$ cat src/rtl/gbk_utf8_byte_stream_classifier_macros.svh
// Assertion macros for the GBK / UTF-8 byte stream classifier.
// Users must have clk_i and rst_ni in scope; no other dependencies.
`ifndef GBK_UTF8_BYTE_STREAM_CLASSIFIER_MACROS_SVH
`define GBK_UTF8_BYTE_STREAM_CLASSIFIER_MACROS_SVH

// Consequent must hold in the same cycle as the antecedent.
`define GUC_ASSERT_SAME(lbl, ante, cons, msg) \
  lbl: assert property (@(posedge clk_i) disable iff (!rst_ni) (ante) |-> (cons)) \
    else $error(msg);

// Consequent must hold in the cycle after the antecedent.
`define GUC_ASSERT_NEXT(lbl, ante, cons, msg) \
  lbl: assert property (@(posedge clk_i) disable iff (!rst_ni) (ante) |=> (cons)) \
    else $error(msg);

`endif

$ cat src/rtl/gbkutf_pkg.sv
// Shared types, constants and a helper function of the GBK / UTF-8 classifier.
// No dependencies.
`timescale 1ns / 1ps

package gbkutf_pkg;

  localparam int WinDepth  = 8;
  localparam int ByteW     = 8;
  localparam int WinW      = WinDepth * ByteW;
  localparam int FillW     = 4;
  localparam int OnesW     = 4;
  localparam int OutCountW = 25;
  localparam int OutDataW  = 56;

  localparam logic [7:0] GbkLeadMin  = 8'd161;
  localparam logic [7:0] GbkLeadMax  = 8'd247;
  localparam logic [7:0] GbkTrailMin = 8'd161;
  localparam logic [7:0] GbkTrailMax = 8'd254;

  typedef struct packed {
    logic push;
    logic step;
    logic load_out;
    logic clear;
  } dp_cmd_t;

  typedef struct packed {
    logic scan_done;
  } dp_stat_t;

  // Number of leading ones of a byte, 0 to 8.
  function automatic logic [OnesW-1:0] leading_ones(input logic [7:0] b);
    logic [OnesW-1:0] n;
    logic             run;
    n   = '0;
    run = 1'b1;
    for (int i = 7; i >= 0; i--) begin
      run = run & b[i];
      if (run) begin
        n = n + OnesW'(1);
      end
    end
    return n;
  endfunction

endpackage

$ cat src/rtl/gbk_utf8_byte_stream_classifier.sv
// Channel   Dir  Width  Contents
// s_axis    in   8      tdata: data_byte; tlast: last_byte
// m_axis    out  56     tdata: utf8_detected, utf8_bytes, gbk_bytes
//
// Each byte is accepted, then the UTF-8 window steps while the scan is not done, and
// the scan then reports done: a byte that only extends a pending run needs no step,
// one that retires a run needs one step, and a failed check rescans up to eight bytes.
// The datapath makes a single window step per cycle.
// Reset is asynchronous and active low; the lookahead window is not cleared.
// The final byte of a stream waits in the scan until the result register is free.
// Top level of the GBK / UTF-8 classifier; depends on gbkutf_pkg, gbkutf_ctrl,
// gbkutf_dpath and the assertion macro header.
`timescale 1ns / 1ps
`include "gbk_utf8_byte_stream_classifier_macros.svh"

module gbk_utf8_byte_stream_classifier #(
  parameter logic [32:0] MAX_STREAM_BYTES = 33'd16777216
) (
  input  logic        clk_i,
  input  logic        rst_ni,
  input  logic        s_axis_tvalid,
  output logic        s_axis_tready,
  input  logic [7:0]  s_axis_tdata,   // [7:0] data_byte
  input  logic        s_axis_tlast,
  output logic        m_axis_tvalid,
  input  logic        m_axis_tready,
  output logic [55:0] m_axis_tdata    // [0] utf8_detected, [25:1] utf8_bytes,
                                      // [50:26] gbk_bytes, [55:51] zero
);

  gbkutf_pkg::dp_cmd_t  cmd;
  gbkutf_pkg::dp_stat_t stat;

  gbkutf_ctrl u_ctrl (
    .clk_i       (clk_i),
    .rst_ni      (rst_ni),
    .in_valid_i  (s_axis_tvalid),
    .in_last_i   (s_axis_tlast),
    .in_ready_o  (s_axis_tready),
    .out_valid_o (m_axis_tvalid),
    .out_ready_i (m_axis_tready),
    .cmd_o       (cmd),
    .stat_i      (stat)
  );

  gbkutf_dpath #(
    .MAX_STREAM_BYTES (MAX_STREAM_BYTES)
  ) u_dpath (
    .clk_i       (clk_i),
    .rst_ni      (rst_ni),
    .cmd_i       (cmd),
    .stat_o      (stat),
    .data_byte_i (s_axis_tdata),
    .last_byte_i (s_axis_tlast),
    .result_o    (m_axis_tdata)
  );

  `GUC_ASSERT_SAME(a_step_needs_work, cmd.step, !stat.scan_done, "window step with scan done")
  `GUC_ASSERT_SAME(a_load_when_done, cmd.load_out, stat.scan_done && !cmd.step, "early result")
  `GUC_ASSERT_NEXT(a_scan_after_item, s_axis_tvalid && s_axis_tready, !s_axis_tready, "no scan cycle")

endmodule

$ cat src/rtl/gbkutf_ctrl.sv
// Controller of the GBK / UTF-8 classifier: item handshakes and scan sequencing.
// Depends on gbkutf_pkg.
`timescale 1ns / 1ps

module gbkutf_ctrl (
  input  logic                clk_i,
  input  logic                rst_ni,
  input  logic                in_valid_i,
  input  logic                in_last_i,
  output logic                in_ready_o,
  output logic                out_valid_o,
  input  logic                out_ready_i,
  output gbkutf_pkg::dp_cmd_t cmd_o,
  input  gbkutf_pkg::dp_stat_t stat_i
);

  typedef enum logic {
    ST_IDLE,
    ST_SCAN
  } state_e;

  state_e state_q;
  logic   last_q;
  logic   out_valid_q;
  logic   accept;
  logic   emit;

  assign in_ready_o  = (state_q == ST_IDLE);
  assign out_valid_o = out_valid_q;
  assign accept      = in_valid_i && in_ready_o;
  // The final item of a stream waits here until the result register is free.
  assign emit        = (state_q == ST_SCAN) && stat_i.scan_done && last_q &&
                       (!out_valid_q || out_ready_i);

  always_comb begin
    cmd_o          = '0;
    cmd_o.push     = accept;
    cmd_o.step     = (state_q == ST_SCAN) && !stat_i.scan_done;
    cmd_o.load_out = emit;
    cmd_o.clear    = emit;
  end

  always_ff @(posedge clk_i or negedge rst_ni) begin
    if (!rst_ni) begin
      state_q     <= ST_IDLE;
      last_q      <= 1'b0;
      out_valid_q <= 1'b0;
    end else begin
      if (emit) begin
        out_valid_q <= 1'b1;
      end else if (out_ready_i) begin
        out_valid_q <= 1'b0;
      end
      case (state_q)
        ST_IDLE: begin
          if (accept) begin
            state_q <= ST_SCAN;
            last_q  <= in_last_i;
          end
        end
        ST_SCAN: begin
          if (emit || (stat_i.scan_done && !last_q)) begin
            state_q <= ST_IDLE;
          end
        end
        default: begin
          state_q <= ST_IDLE;
        end
      endcase
    end
  end

endmodule

$ cat src/rtl/gbkutf_dpath.sv
// Datapath of the GBK / UTF-8 classifier: GBK pairing, UTF-8 lookahead window,
// saturating counters and the result register. Depends on gbkutf_pkg.
`timescale 1ns / 1ps

module gbkutf_dpath #(
  parameter logic [32:0] MAX_STREAM_BYTES = 33'd16777216
) (
  input  logic                              clk_i,
  input  logic                              rst_ni,
  input  gbkutf_pkg::dp_cmd_t               cmd_i,
  output gbkutf_pkg::dp_stat_t              stat_o,
  input  logic [7:0]                        data_byte_i,
  input  logic                              last_byte_i,
  output logic [gbkutf_pkg::OutDataW-1:0]   result_o
);

  localparam int CntW = $clog2(MAX_STREAM_BYTES + 33'd1);
  localparam logic [CntW:0] CapW = (CntW + 1)'(MAX_STREAM_BYTES);

  // Window holds the unscanned UTF-8 bytes, scan position in the low byte.
  logic [gbkutf_pkg::WinW-1:0]   win_q, win_d;
  logic [gbkutf_pkg::FillW-1:0]  fill_q, fill_d;
  logic                          lead_pend_q, lead_pend_d;
  logic [7:0]                    lead_val_q, lead_val_d;
  logic [CntW-1:0]               utf_cnt_q, utf_cnt_d;
  logic [CntW-1:0]               gbk_cnt_q, gbk_cnt_d;
  logic                          det_q;
  logic [gbkutf_pkg::OutCountW-1:0] utf_out_q, gbk_out_q;

  logic [gbkutf_pkg::OnesW-1:0]  ones;
  logic                          pass;
  logic [gbkutf_pkg::FillW-1:0]  drop;
  logic [CntW:0]                 utf_sum, gbk_sum;
  logic                          pair_ok;

  assign ones = gbkutf_pkg::leading_ones(win_q[7:0]);

  always_comb begin
    pass = 1'b1;
    for (int j = 1; j < gbkutf_pkg::WinDepth; j++) begin
      if ((gbkutf_pkg::OnesW'(j) < ones) && !win_q[j*8+7]) begin
        pass = 1'b0;
      end
    end
  end

  assign stat_o.scan_done = (fill_q == '0) ||
                            ((ones > gbkutf_pkg::OnesW'(1)) && (fill_q < ones));

  assign drop    = ((ones > gbkutf_pkg::OnesW'(1)) && pass) ? ones
                                                            : gbkutf_pkg::FillW'(1);
  assign utf_sum = {1'b0, utf_cnt_q} + (CntW + 1)'(ones);
  assign gbk_sum = {1'b0, gbk_cnt_q} + (CntW + 1)'(2);
  assign pair_ok = (lead_val_q >= gbkutf_pkg::GbkLeadMin) &&
                   (lead_val_q <= gbkutf_pkg::GbkLeadMax) &&
                   (data_byte_i >= gbkutf_pkg::GbkTrailMin) &&
                   (data_byte_i <= gbkutf_pkg::GbkTrailMax);

  always_comb begin
    win_d       = win_q;
    fill_d      = fill_q;
    lead_pend_d = lead_pend_q;
    lead_val_d  = lead_val_q;
    utf_cnt_d   = utf_cnt_q;
    gbk_cnt_d   = gbk_cnt_q;
    if (cmd_i.clear) begin
      fill_d      = '0;
      lead_pend_d = 1'b0;
      lead_val_d  = '0;
      utf_cnt_d   = '0;
      gbk_cnt_d   = '0;
    end else if (cmd_i.push) begin
      // The window never holds a full run when idle, so a slot is always free.
      for (int i = 0; i < gbkutf_pkg::WinDepth; i++) begin
        if (fill_q == gbkutf_pkg::FillW'(i)) begin
          win_d[i*8 +: 8] = data_byte_i;
        end
      end
      fill_d = fill_q + gbkutf_pkg::FillW'(1);
      if (lead_pend_q) begin
        if (pair_ok) begin
          gbk_cnt_d = (gbk_sum > CapW) ? CntW'(MAX_STREAM_BYTES) : CntW'(gbk_sum);
        end
        lead_pend_d = 1'b0;
      end else if (data_byte_i[7] && !last_byte_i) begin
        lead_pend_d = 1'b1;
        lead_val_d  = data_byte_i;
      end
    end else if (cmd_i.step) begin
      if ((ones > gbkutf_pkg::OnesW'(1)) && pass) begin
        utf_cnt_d = (utf_sum > CapW) ? CntW'(MAX_STREAM_BYTES) : CntW'(utf_sum);
      end
      win_d  = win_q >> {drop, 3'b000};
      fill_d = (drop >= fill_q) ? '0 : (fill_q - drop);
    end
  end

  always_ff @(posedge clk_i or negedge rst_ni) begin
    if (!rst_ni) begin
      fill_q      <= '0;
      lead_pend_q <= 1'b0;
      lead_val_q  <= '0;
      utf_cnt_q   <= '0;
      gbk_cnt_q   <= '0;
    end else begin
      fill_q      <= fill_d;
      lead_pend_q <= lead_pend_d;
      lead_val_q  <= lead_val_d;
      utf_cnt_q   <= utf_cnt_d;
      gbk_cnt_q   <= gbk_cnt_d;
    end
  end

  always_ff @(posedge clk_i) begin
    win_q <= win_d;
    if (cmd_i.load_out) begin
      det_q     <= (utf_cnt_q > gbk_cnt_q);
      utf_out_q <= gbkutf_pkg::OutCountW'(utf_cnt_q);
      gbk_out_q <= gbkutf_pkg::OutCountW'(gbk_cnt_q);
    end
  end

  assign result_o = {5'b0, gbk_out_q, utf_out_q, det_q};

endmodule
$ cat config.mk
export PLATFORM = sky130hd
export DESIGN_NAME = gbk_utf8_byte_stream_classifier
export DESIGN_NICKNAME = d
export VERILOG_FILES = /design/src/rtl/gbkutf_pkg.sv /design/src/rtl/gbk_utf8_byte_stream_classifier.sv /design/src/rtl/gbkutf_ctrl.sv /design/src/rtl/gbkutf_dpath.sv
export VERILOG_INCLUDE_DIRS = /design/src /design/src/rtl
export SDC_FILE = /design/constraint.sdc
export NUM_CORES = 1
export LEC_CHECK = 0
export ABC_AREA = 0
export BUFFER_PORTS_ARGS = -buffer_cell sky130_fd_sc_hd__buf_2
export CAP_MARGIN = 20
export CORE_ASPECT_RATIO = 1.2
export CORE_MARGIN = 1
export CORE_UTILIZATION = 35
export CTS_CLUSTER_SIZE = 24
export DETAILED_ROUTE_END_ITERATION = 7
export SYNTH_ARGS = -nofsm -noshare
export SYNTH_HDL_FRONTEND = slang
export SYNTH_SLANG_ARGS = --single-unit
$ cat constraint.sdc
create_clock -name clk_i -period 6.04 [get_ports clk_i]
set_input_delay 0 -clock clk_i [delete_from_list [all_inputs] [get_ports clk_i]]
set_output_delay 0 -clock clk_i [all_outputs]
set_load 0.05 [all_outputs]
==> impl_metrics.toml, run 1 <==
[cells_and_area]
drive_gt1_frac = 0.251
insertedDiodeCount = 0
design_area_um2 = 14200
synthToLayoutAreaGrowth_pct = 23.3
final_util = 0.440
instances_no_fill = 1775
final_nets = 1415

[clock_tree]
clockRootBuffer = "clkbuf_16"
clk_path_buf_depth = 2
cts.sinks = 179
clk_pin_slew_ps = 80
cts_htree_levels = 4
cts_buffers = 17
cts_tree = "yes"
clk_latency_ps = 450

[placement]
gp_congestion = 0.936
placed_cells = 1703
port_buffers = 64
dp_hpwl_um = 25100
placed_area_um2 = 13000

[sta]
slew_viol_final = 0
rsz0062_at_grt = "yes"
worst_pin_slew_ps = 979
max_freq_mhz = 161
slew_headroom = 0.342
setup_viol = 23
fin_hold_ws_ps = 120
fin_crit_sh = 1.03
fin_worst_skew_ps = 19.6
min_period_ps = 6210
final-hold-violation-count = 0
layout_setup_ws_ps = -168

[global_routing]
grt_pass1_wl_um = 56200
grt_max_degree = 66
overflow = 0
grt_antenna_before_repair = 0
grt_pass1_vias = 10100
grt_util_all_layers = 0.212

[route]
vias = 10500
ant_nets = 0
drt-vias-per-instance = 5.89
drt_wl_total_um = 35900
drtPass1Iterations = 5
wl_per_cell_um = 20.2
first_iter_violations = 806
remaining_drc_errors = 0

[die]
coreArea_um2 = 32300
pin_count = 71
die_x_um = 168
start_util = 0.357
die_h_um = 201
rows = 72
die_area_um2 = 33700

[power]
p_leak_nw = 5.76
vdd_drop_max_v = 0.000257
p_per_area_nw_per_um2 = 506

[setup_path]
cpPeakStageDelay_ps = 460
cp-end-kind = "flip-flop"
cp.required_ps = 6380
path_class = "flip-flop to flip-flop"
reg2regPathDepth = 31
worst-path-max-fanout = 8
r2r-start = "u_dpath.win_q[6]"
rrSetupSlack_ps = -170
slowest_stage = "edfxtp_1"
reg2reg_to = "u_dpath.utf_cnt_q[12]"
crit_path_start_kind = "flip-flop"
critPathArrivalTime_ps = 6550

[logic_synthesis]
avgSynthCellArea_um2 = 9.58
synth_mux_area_frac = 0.0489
synth_top_family_by_area = "compound AO/OA/AOI/OAI gates"
synthAdderAreaFrac = 0.0523
yosys.area_share.simple = 0.190
synthCells = 1204
seq_area_frac_synth = 0.438
netlist_area_um2 = 11500
ys_types = 89
synth_edf_count = 114
yosys_warnings = 0
synthXorXnorAreaFrac = 0.0120
synth-main-ff-cell = "edfxtp_1"
synth-async-reset-ratio = 0.363
ys_seq_elements = 179
synth_compound_area_frac = 0.207

[hold_path]
holdPathEnd = "u_dpath.win_q[15]"
holdPathStages = 3
min_from = "s_axis_tdata[7]"
holdCritPathClass = "input port to flip-flop"

[run_status]
failed_checks = "setup timing"
status = "finished, violations left"

[run]
drv_cap = 0
==> stage by stage <==
step / setup slack [ps] / TNS, ps / total power, mW
6_report: -168 / -2020 / 7.20
5_1_grt: -431 / -8300 / 7.63
4_1_cts: -159 / -2890 / 7.03
3_5_place_dp: -373 / -7420 / 5.72
3_3_place_gp: -245 / -3930 / 5.65
2_1_floorplan: -32.9 / -158 / 4.51
==> repair_timing <==
item,in CTS,in global routing
gates resized for setup,35,42
cloned,2,1
buffers inserted,17,15
endpoints found under the setup margin,57,127
hold endpoints to repair,75,0
hold buffers,10,0
pin swaps,24,32
==> worst max-delay path, delay by kind of cell (launching register included) <==
| family | cells | cell delay [ps] |
|---|---|---|
| muxes | 4 | 730 |
| AOI/OAI and AO/OA | 11 | 2330 |
| and+or+nand+nor | 6 | 680 |
| DFF | 1 | 460 |
| buffers and inverters | 5 | 640 |
| adders and majority gates | 5 | 1270 |
==> placed cells by master, fill, tap and decap left out, drive strengths merged, types with 12 or more instances in the layout <==
cell	Yosys	layout
buf	44	189
nand2	143	143
edfxtp	114	114
o21ai	77	77
a21oi	73	73
inv	63	70
dfrtp	65	65
nor2	57	57
nand3	51	51
ha	45	45
mux2i	44	44
nor3	33	33
nand4	28	28
a31oi	25	25
nor4	20	20
clkbuf	29	19
and3	18	18
o21a	14	14
a21o	13	13
o211ai	12	12
o22ai	12	12
==> where the power goes <==
group	total [mW]	switching, mW	internal [mW]
sequential	2.40	0.476	1.93
combinational	3.70	2.13	1.57
clock	1.10	0.549	0.549
total	7.20	3.16	4.04
==> synth_stat cells (12+ instances only) <==
cell	number	area share
nor2_1	57	0.019
and3_1	18	0.0098
a21o_1	13	0.0085
buf_4	13	0.0085
o211ai_1	12	0.0078
dfrtp_1	65	0.14
nand3_1	50	0.022
a31oi_1	25	0.014
inv_1	59	0.019
edfxtp_1	114	0.30
ha_1	45	0.049
o22ai_1	12	0.0065
buf_2	30	0.013
nand4_1	27	0.015
a21oi_1	73	0.032
clkbuf_1	28	0.0091
o21a_1	14	0.0091
nor3_1	31	0.013
nand2_1	143	0.047
nor4_1	17	0.0092
mux2i_1	44	0.038
o21ai_0	69	0.030
==> cells by family after synthesis <==
family | Yosys count
AO/OA/AOI/OAI | 346
XOR/XNOR | 15
adder cells (fa/ha/maj) | 47
buffers and inverters | 136
flip-flops | 179
multiplexers | 55
other | 1
AND/OR/NAND/NOR | 425
==> layout make-up <==
class                   instances  area (um^2)
inverters                      63          246
clock buffers                  18          429
multi-input cells             894         6340
fillers                      3047        18100
flip-flops and latches        179         5050
well taps                     407          509
clock inverters                14          143
repair buffers                200         1510
==> per-layer routing <==
metal | part of all wire | vias to the layer above | GRT usage | wire, um
met5 | 0 | - | 0 | 0
met4 | 0.037 | 0 | 0.0881 | 1320
met3 | 0.045 | 82 | 0.0225 | 1630
met2 | 0.50 | 359 | 0.374 | 18000
met1 | 0.42 | 5142 | 0.262 | 14900
li1 | - | 4867 | - | -
==> registers in the layout, indices dropped and copies added (netlist names) <==
register / flops
u_dpath.utf_cnt_q: 25
u_dpath.det_q: 1
u_ctrl.out_valid_o: 1
u_ctrl.state_q: 1
u_ctrl.last_q: 1
u_dpath.lead_pend_q: 1
u_dpath.utf_out_q: 25
u_dpath.win_q: 64
u_dpath.gbk_out_q: 24
u_dpath.lead_val_q: 8
u_dpath.gbk_cnt_q: 24
u_dpath.fill_q: 4
==> how the worst max path moves through the flow <==
stage,startpoint,endpoint,slack (ps),cells past startpoint
final,u_dpath.win_q[6],u_dpath.utf_cnt_q[12],-170,31
after global routing,u_dpath.win_q[6],u_dpath.utf_cnt_q[8],-430,32
after CTS,u_dpath.win_q[6],u_dpath.utf_cnt_q[20],-160,30
after detailed placement,u_dpath.win_q[7],u_dpath.utf_cnt_q[12],-370,28
after global placement,u_dpath.win_q[7],u_dpath.utf_cnt_q[5],-240,28
after floorplan,u_dpath.win_q[6],u_dpath.utf_cnt_q[11],-30,30
Power figures use the tool's default switching activity.
==> inputs of run 2 (changes only) <==
--- a/config.mk
+++ b/config.mk
@@ -9,8 +9,8 @@
 export ABC_AREA = 0
 export BUFFER_PORTS_ARGS = -buffer_cell sky130_fd_sc_hd__buf_2
 export CAP_MARGIN = 20
-export CORE_ASPECT_RATIO = 1.2
-export CORE_MARGIN = 1
+export CORE_ASPECT_RATIO = 0.5
+export CORE_MARGIN = 2
 export CORE_UTILIZATION = 35
 export CTS_CLUSTER_SIZE = 24
 export DETAILED_ROUTE_END_ITERATION = 7
==> run 2 against run 1 <==
  * The run still ends with setup timing left
  * Global-route usage down 0.91 points
  * Non-clock buffer count up 6
  * Core utilization up 0.60 points
  * Register-to-register slack worse by 150 ps
  * Critical path type unchanged
  * Largest power group unchanged
  * Highest routed layer unchanged
  * Largest cell class unchanged
  * Final area up 0.48%
  * Worst setup slack worse by 150 ps
==> impl_metrics.toml, run 2 (synthesized netlist as in run 1, its figures left out) <==
[setup_path]
slowest_stage = "edfxtp_1"
reg2regPathDepth = 30
cp-end-kind = "flip-flop"
crit_path_start_kind = "flip-flop"
path_common_cell = "ha_1"
cp.required_ps = 6430
rrSetupSlack_ps = -320
critPathArrivalTime_ps = 6750
path_class = "flip-flop to flip-flop"
cpPeakStageDelay_ps = 440
worst-path-max-fanout = 8

[sta]
layout_setup_ws_ps = -320
slew_headroom = 0.402
worst_pin_slew_ps = 890
fin_worst_skew_ps = 13.9
fin_crit_sh = 1.05
min_period_ps = 6360
final-hold-violation-count = 0
rsz0062_at_grt = "yes"
max_freq_mhz = 157
setup_viol = 24
slew_viol_final = 0

[route]
vias = 10500
drt-vias-per-instance = 5.83
ant_nets = 0
first_iter_violations = 1098
drtPass1Iterations = 5
wl_per_cell_um = 19.7
drt_wl_total_um = 35600
remaining_drc_errors = 0

[hold_path]
holdCritPathClass = "input port to flip-flop"
holdPathStages = 5

[global_routing]
grt_pass1_wl_um = 55100
grt_util_all_layers = 0.203
overflow = 0
grt_max_degree = 66
grt_antenna_before_repair = 0
grt_pass1_vias = 9923

[power]
p_per_area_nw_per_um2 = 505
p_total_mw = 7.22
vdd_drop_max_v = 0.000263
p_leak_nw = 5.80

[cells_and_area]
final_nets = 1421
final_util = 0.446
synthToLayoutAreaGrowth_pct = 23.9
instances_no_fill = 1806
fillers = 3010
top_regs = "u_dpath.win_q x64, u_dpath.utf_cnt_q x25, u_dpath.utf_out_q x25"
design_area_um2 = 14300
drive_gt1_frac = 0.246
largest_register_ffs = 64
insertedDiodeCount = 0
layout_commonest_cell = "nand2_1"
top_register = "u_dpath.win_q"
final_cell_mix = "nand2_1, edfxtp_1, buf_4"

[die]
rows = 46
pin_count = 71
die_h_um = 132
die_x_um = 261
die_area_um2 = 34500
start_util = 0.360
coreArea_um2 = 32100

[placement]
dp_hpwl_um = 24500
gp_congestion = 0.926
placed_cells = 1731
pre_cts_ws_ps = -449
placed_area_um2 = 13000
port_buffers = 64

[clock_tree]
cts.sinks = 179
clk_pin_slew_ps = 70
cts_buffers = 17
cts_tree = "yes"
clk_path_buf_depth = 2
clockRootBuffer = "clkbuf_16"
clk_latency_ps = 460
cts_htree_levels = 4

[run]
drv_cap = 0

[run_status]
status = "finished, violations left"
failed_checks = "setup timing"
-- run 2: repair_timing --
action | 4_1_cts | 5_1_grt
endpoints found under the setup margin | 71 | 160
hold buffers | 10 | 0
cloned | 3 | 4
setup buffers | 17 | 11
resized for setup | 28 | 40
endpoints found under the hold margin | 77 | 0
pin swaps | 34 | 16
-- run 2: worst max-delay path: cells and delay by family, from the launching register on --
kind	cells	cell delay, ps
fa+ha+maj	6	1570
simple gates	5	800
compound gates	12	2450
flops	1	440
mux	3	520
buf+inv	4	490
-- run 2: cell type report --
| type | count | area (um^2) | area share |
|---|---|---|---|
| clock buffers | 18 | 429 | 0.0300 |
| clock inverters | 14 | 146 | 0.0102 |
| inverters | 63 | 246 | 0.0172 |
| multi-input cells | 894 | 6280 | 0.440 |
| flip-flops and latches | 179 | 5050 | 0.353 |
| well taps | 432 | 541 | 0.0378 |
| repair buffers | 206 | 1600 | 0.112 |
-- run 2: through the flow --
stage / TNS, ps / hold slack [ps]
CTS: -2680 / 84.1
floorplan: -158 / -296
finish: -5300 / 103
global placement: -2370 / 236
detailed placement: -10080 / 240
global route: -11780 / 122
-- run 2: path summary, 6_finish.rpt --
path / startpoint / end
setup / recovery: u_dpath.win_q[6] / u_dpath.utf_cnt_q[18]
hold reg to reg: u_dpath.lead_val_q[7] / u_dpath.lead_val_q[7]
setup reg to reg: u_dpath.win_q[6] / u_dpath.utf_cnt_q[18]
max in group asynchronous: rst_ni / u_dpath.lead_val_q[3]
min in group asynchronous: rst_ni / u_dpath.utf_cnt_q[16]
hold / removal: s_axis_tvalid / u_ctrl.last_q
-- run 2: routing by layer --
| metal | global-route usage | up-vias | part of all wire |
|---|---|---|---|
| li1 | - | 4892 | - |
| met1 | 0.285 | 5142 | 0.45 |
| met2 | 0.317 | 432 | 0.46 |
| met3 | 0.0396 | 56 | 0.073 |
| met4 | 0.0613 | 0 | 0.020 |
| met5 | 0 | - | 0 |
-- run 2: report_power, final --
| part | internal (mW) | switching (mW) |
|---|---|---|
| registers | 1.93 | 0.452 |
| clock network | 0.549 | 0.551 |
| logic | 1.56 | 2.18 |
